`src/design/brc_pkg.sv`:
```
// Shared types, constants and helpers for the barometer compensation block
package brc_pkg;
  localparam logic [1:0] CFG_PRESSURE  = 2'd0;
  localparam logic [1:0] CFG_TEMP      = 2'd1;
  localparam logic [1:0] CFG_QUADRATIC = 2'd2;
  localparam logic [1:0] CFG_OSS       = 2'd3;

  localparam logic OP_TEMPERATURE = 1'b0;
  localparam logic OP_PRESSURE    = 1'b1;

  // datapath micro-operations
  localparam logic [3:0] CMD_NONE  = 4'd0;
  localparam logic [3:0] CMD_LOAD  = 4'd1;
  localparam logic [3:0] CMD_STEP  = 4'd2;
  localparam logic [3:0] CMD_DSTART = 4'd3;
  localparam logic [3:0] CMD_DITER = 4'd4;
  localparam logic [3:0] CMD_FIN   = 4'd5;

  localparam int DivSteps = 32;
  localparam logic [31:0] K_B6      = 32'd4000;
  localparam logic [31:0] K_X1      = 32'd3038;
  localparam logic [31:0] K_X2      = 32'hFFFF_E343; // -7357
  localparam logic [31:0] K_ROUND   = 32'd3791;
  localparam logic [31:0] K_PSCALE  = 32'd50000;
  localparam logic [31:0] K_HALF    = 32'd32768;
  localparam logic [31:0] K_SIGN    = 32'h8000_0000;

  typedef struct packed {
    logic [3:0] cmd;
    logic [3:0] step;
  } brc_cmd_t;

  typedef struct packed {
    logic div_done;
    logic zero_div;
  } brc_stat_t;

  function automatic logic [31:0] sx16(input logic [15:0] v);
    sx16 = {{16{v[15]}}, v};
  endfunction

  function automatic logic [31:0] asr(input logic [31:0] v, input logic [4:0] s);
    asr = 32'($signed(v) >>> s);
  endfunction
endpackage

```
`src/design/brc_control.sv`:
```
// Controller: sequences load, multiply steps, division and finish
module brc_control import brc_pkg::*; (
  input  logic      clk,
  input  logic      rst,
  input  logic      in_valid,
  output logic      in_ready,
  input  logic      operation,
  output logic      out_valid,
  input  logic      out_ready,
  input  brc_stat_t stat,
  output brc_cmd_t  ctl
);
  localparam logic [2:0] S_IDLE = 3'd0, S_STEP = 3'd1, S_DST = 3'd2,
                         S_DIV = 3'd3, S_FIN = 3'd4;
  logic [2:0] state, state_next;
  logic [3:0] step, step_next;
  logic       is_p;
  logic [3:0] last;

  assign last = is_p ? 4'd7 : 4'd2;
  // accept when idle and the output register is empty or its held result goes out this cycle
  assign in_ready = (state == S_IDLE) && (!out_valid || out_ready);

  always_comb begin
    state_next = state; step_next = step; ctl.cmd = CMD_NONE; ctl.step = step;
    unique case (state)
      S_IDLE: if (in_valid && in_ready) begin
        ctl.cmd = CMD_LOAD; state_next = S_STEP; step_next = '0;
      end
      S_STEP: begin
        ctl.cmd = CMD_STEP; step_next = step + 4'd1;
        if (step == last) state_next = S_DST;
      end
      S_DST: begin ctl.cmd = CMD_DSTART; state_next = S_DIV; end
      S_DIV: begin
        if (stat.div_done) begin state_next = S_FIN; step_next = '0; end
        else ctl.cmd = CMD_DITER;
      end
      S_FIN: begin
        ctl.cmd = CMD_FIN; step_next = step + 4'd1;
        if (step == 4'd2) state_next = S_IDLE;
      end
      default: state_next = S_IDLE;
    endcase
  end

  always_ff @(posedge clk) begin
    if (rst) begin
      state <= S_IDLE; step <= '0; out_valid <= 1'b0; is_p <= 1'b0;
    end else begin
      state <= state_next; step <= step_next;
      if (in_valid && in_ready) is_p <= (operation == OP_PRESSURE);
      if (state == S_FIN && step == 4'd2) out_valid <= 1'b1;
      else if (out_ready) out_valid <= 1'b0;
    end
  end
endmodule

```
`config.mk`:
```
export PLATFORM = sky130hd
export DESIGN_NAME = brc_control
export DESIGN_NICKNAME = d
export VERILOG_FILES = /design/src/design/brc_pkg.sv /design/src/design/brc_control.sv
export SDC_FILE = /design/constraint.sdc
export NUM_CORES = 1
export LEC_CHECK = 0
export BUFFER_PORTS_ARGS = -buffer_cell sky130_fd_sc_hd__buf_2
export CAP_MARGIN = 15
export CORE_AREA = 2 2 39 41
export CTS_CLUSTER_SIZE = 25
export DETAILED_ROUTE_END_ITERATION = 6
export DIE_AREA = 0 0 41 43
export GPL_TIMING_DRIVEN = 0
export PLACE_DENSITY = 0.71
export SLEW_MARGIN = 20
export SYNTH_ARGS = -nofsm -noshare
export SYNTH_HDL_FRONTEND = slang
export SYNTH_SLANG_ARGS = --single-unit
```
`constraint.sdc`:
```
create_clock -name clk -period 1.4 [get_ports clk]
set_input_delay 0.07 -clock clk [delete_from_list [all_inputs] [get_ports clk]]
set_output_delay 0.07 -clock clk [all_outputs]
set_load 0.01 [all_outputs]
```
======== Word-level counts from Yosys, hierarchy flattened ========
Cells that the tools add are included.
word-level totals
  register bits after elaboration ......... 9
  bits of input ports ..................... 7
  output and inout port bits .............. 10
  logic and storage cells ................. 40
operators by class
  add/subtract/negate cells ............... 1
  eq/ne operators ......................... 10
  mux-type cells .......................... 14
  reductions and logical operators ........ 11
operators by type and width
  cell                 count
  $pmux 3 s5           2
  $mux 3               6
  $pmux 4 s3           1
  $mux 4               2
  $eq 3x2->1 const B   2
  $ne 2x2->1 const B   3
  $add 4x1->4 const B  1
  $eq 4x2->1 const B   1
  $eq 4x3->1           1
  $reduce_and 4->1     1
  $eq 3x1->1 const B   1
  $eq 3x3->1 const B   1
  $logic_and 1x1->1    3
  $logic_not 3->1      1
  $mux 1               3
  $reduce_and 3->1     1
  $reduce_bool 3->1    1
  $ne 2x1->1 const B   1
  $reduce_bool 2->1    1
  $reduce_or 2->1      1
  $logic_not 1->1      1
  $logic_or 1x1->1     1

======== Logic depth before layout (Yosys ltp) ========
  depth in word-level cells ............... 6
  depth in mapped cells ................... 5
  depth with buffers taken out ............ 5

======== Worst setup path after synthesis ========
Ideal clock, no wire load.
  path kind ............................... register -> register
  start ................................... reg out_valid
  end ..................................... reg step[2]
  library setup time ...................... 0.120 ns
  arrival ................................. 0.988 ns
  setup slack ............................. 0.292 ns
  stages on the path, launching flop included .. 5
  buffers on the path ..................... 0
  cell sequence ........................... dfxtp_1 nor2b_1 o21ai_1 a21oi_2 a211o_1
on the way
  word-level cells in the longest chain between the ends .. 6
ends and longest elaborated chain
  what                               RTL line           text
  from (decl)                        brc_control.sv:8   output logic out_valid,
  from (signal assigned)             brc_control.sv:49  state <= S_IDLE; step <= '0; out_valid <= 1'b0; is_p <= 1'b0;
  from (signal assigned)             brc_control.sv:53  if (state == S_FIN && step == 4'd2) out_valid <= 1'b1;
  from (signal assigned)             brc_control.sv:54  else if (out_ready) out_valid <= 1'b0;
  $logic_not 1->1                    brc_control.sv:22  assign in_ready = (state == S_IDLE) && (!out_valid || out_ready);
  $logic_or 1x1->1                   brc_control.sv:22
  $logic_and 1x1->1                  brc_control.sv:22
  $logic_and 1x1->1                  brc_control.sv:27  S_IDLE: if (in_valid && in_ready) begin
  $ne 2x1->1 (no source line)        n/a
  $reduce_and 3->1 (no source line)  n/a
  to (signal assigned)               brc_control.sv:51  state <= state_next; step <= step_next;
  to (decl)                          brc_control.sv:16  logic [3:0] step, step_next;
Every way passes these cells.
A chain may end at the register's enable or synchronous reset.

==> reports/metrics.yaml <==
status:
  status: "completed"
sta:
  period_minus_slack_ps: 1296
  tns_ps: 0
  setup_viol: 0
  rsz0062_at_grt: "no"
  hold_violations: 0
  clock_skew_ps: 0.4362
  fin_crit_sh_pct: 92.58
  holdWs_ps: 68.36
  max_freq_mhz: 771.5
  finalMaxSlewViolations: 0
worst_setup_path:
  r2r_slack_ps: 110
  r2r-start: "state[2]"
  criticalPathCategory: "reg2out"
  critPathCaptureType: "output pin"
  crit_chain: "buf_8, a21oi_2, nor2b_1, a211oi_1, buf_2"
  start_kind: "flip-flop"
  slowest_stage: "dfxtp_2"
  reg2reg_depth: 6
  max_stage_delay_ps: 350
  cp_max_fo: 8
  crit_family: "flip-flops"
  cp.required_ps: 1330
  cp.arrival_ps: 1230
  critPathBufInv: 2
  reg2reg_to: "step[2]"
global_routing:
  grt_pass1_wl_microns: 2235
  overflow: 0
  grt.total_usage_pct: 18.47
  grt_pass1_vias: 520
  antenna_found_initial: 0
  grt_max_degree: 11
synth:
  syn_area_per_cell_sq_um: 8.565
  yosysSeqAreaShare_pct: 29.63
  yosys.cell_types.count: 36
  synthFlopType: "dfxtp_1"
  synthArstFlopShare_pct: 0
  synth.most_common_cell: "dfxtp_1"
  synth_top_area_cell: "dfxtp_1"
  synth_edf_count: 0
  yosysWarnings: 0
  ys_ff_latch: 9
  synth_top_area_share_pct: 29.63
  synthTopCellsByArea: "dfxtp_1 (30%), nor3b_2 (6.2%), buf_6 (5.6%)"
  synth_cells: 71
  synth_area_sq_um: 608.1
  synthTopCellsByCount: "dfxtp_1 (9), nor2_1 (6), a21oi_1 (5), nand2_1 (5)"
  syn_nets: 80
drt:
  vias_per_cell: 5.366
  avgRoutedWirePerCell_microns: 12.59
  drt_pass1_iterations: 4
  drt-total-wl_microns: 1410
  vias: 601
  drtIter0Drc: 6
  ant_nets: 0
  drc: 0
power_and_ir_drop:
  combPwrFrac_pct: 23.7
  power.total_uw: 656.1
  ir_drop_v: 0.0004141
  p_leak_uw: 0.0003629
  p_seq_share_pct: 43.6
  p_sw_uw: 202.3
  power_switching_share_pct: 30.83
  power_density_nw_per_um2: 808.0
  clkPwrFrac_pct: 32.8
  p_int_uw: 453.8
die:
  die-width_microns: 41
  die_area_sq_um: 1763
  die_h_microns: 43
  start_util_pct: 43.94
  rows: 14
  fp.coreArea_sq_um: 1384
  ioPinCount: 17
clock_tree:
  cts_root_buffer: "clkbuf_4"
  clock-sinks: 9
  cts_max_path_buffers: 2
  cts_tree: "done"
  holdBufCountCts: 0
  cts_max_level: 1
  cts.clk_slew.worst_paths_ps: 70
  clk_latency_ps: 270
  cts_buffers: 3
place:
  dp_hpwl_microns: 975.1
  io_buffers: 13
  gp_congestion: 0.7795
final_layout:
  final_net_count: 106
  register_area_sq_um: 183.9
  syn_to_final_growth_pct: 33.54
  diodes: 0
  postLayoutCoreUtil_pct: 58.68
  multiInputGateArea_sq_um: 395.4
  n_fill_cell: 141
  drive_above_1_share_pct: 46.88
worst_hold_path:
  min_to: "is_p"
  holdPathStages: 3
  worstHoldStart: "operation"
  hold_class: "in2reg"
run:
  drv_cap: 0
==> per-layer routing <==
metal  vias up  wire length, microns  track usage (%)
met1       284                   644            25.49
met3         4                    57            4.712
met2        14                   679            26.25
li1        299                     -                -
met4         0                    29            8.000
met5         -                     0                0
==> cells by family (layout without fill, tap and decap cells) <==
logic type               count (synthesis)  in the layout  synth area share (%)
AND/OR/NAND/NOR                         30             30                 28.81
flip-flops                               9              9                 29.63
adder cells (fa/ha/maj)                  2              2                 4.115
buffers and inverters                    8             33                 9.464
AO/OA/AOI/OAI                           19             19                 23.25
other                                    1              1                0.6167
XOR/XNOR                                 2              2                 4.116
==> sequential cells by signal, indices dropped and copies added (netlist names) <==
| register | flops |
|---|---|
| is_p | 1 |
| out_valid | 1 |
| state | 3 |
| step | 4 |
==> worst min-delay path, stage by stage <==
cell,delay (ps)
buf_2,100
nand3_1,60
a21oi_1,60
==> layout make-up <==
class                      count  share of cell area [%]
buffer                         5                   6.163
clock buffer                   4                   3.236
timing repair buffer          21                   15.41
multi-input combinational     54                   48.69
tap                           16                   2.465
inverter                       3                   1.387
sequential                     9                   22.65
==> power by group through the flow <==
| stage | clock network [uW] | logic (uW) | registers, uW |
|---|---|---|---|
| 2_1_floorplan | 0 | 96.8 | 289 |
| 3_3_place_gp | 0 | 134 | 289 |
| 3_5_place_dp | 0 | 137 | 291 |
| 4_1_cts | 215 | 139 | 285 |
| 5_1_grt | 230 | 175 | 289 |
| 6_report | 215 | 155 | 286 |
==> metrics by stage <==
stage	instance area, sq um	setup WS (ps)	cells
floorplan	608.1	291.9	71
global placement	693.2	229.8	100
detailed placement	693.2	196.2	100
CTS	725.7	14.74	104
global route	812.0	1.035	112
finish	812.0	103.8	112
==> cells in the final DEF (no fill, tap or decap), types with 2 or more instances in the layout <==
| cell | n |
|---|---|
| and3_1 | 2 |
| inv_1 | 3 |
| buf_2 | 13 |
| ha_1 | 2 |
| a21oi_1 | 4 |
| buf_6 | 2 |
| nand3_1 | 3 |
| clkbuf_4 | 3 |
| nand4_1 | 2 |
| buf_4 | 9 |
| dfxtp_1 | 6 |
| nor3b_2 | 3 |
| nor2b_1 | 2 |
| a21oi_2 | 3 |
| dfxtp_2 | 3 |
| nand2_1 | 5 |
| nor2_1 | 6 |
==> what timing repair did <==
item	CTS	global route
gates cloned	0	0
pin swaps	0	1
resized for setup	2	7
buffers inserted	0	8
endpoints found under the setup margin	2	2
==> worst max path at each step <==
stage                     startpoint  slack, ps  cells after the start       to
after floorplan            out_valid        290                      4  step[2]
after global placement      state[0]        230                      5  step[2]
after detailed placement    state[0]        200                      5  step[2]
after CTS                  out_valid         10                      5   ctl[4]
after global routing        state[1]          1                      5   ctl[4]
final                       state[1]        100                      5   ctl[4]
Note: power is estimated with default switching activity, not from simulation.
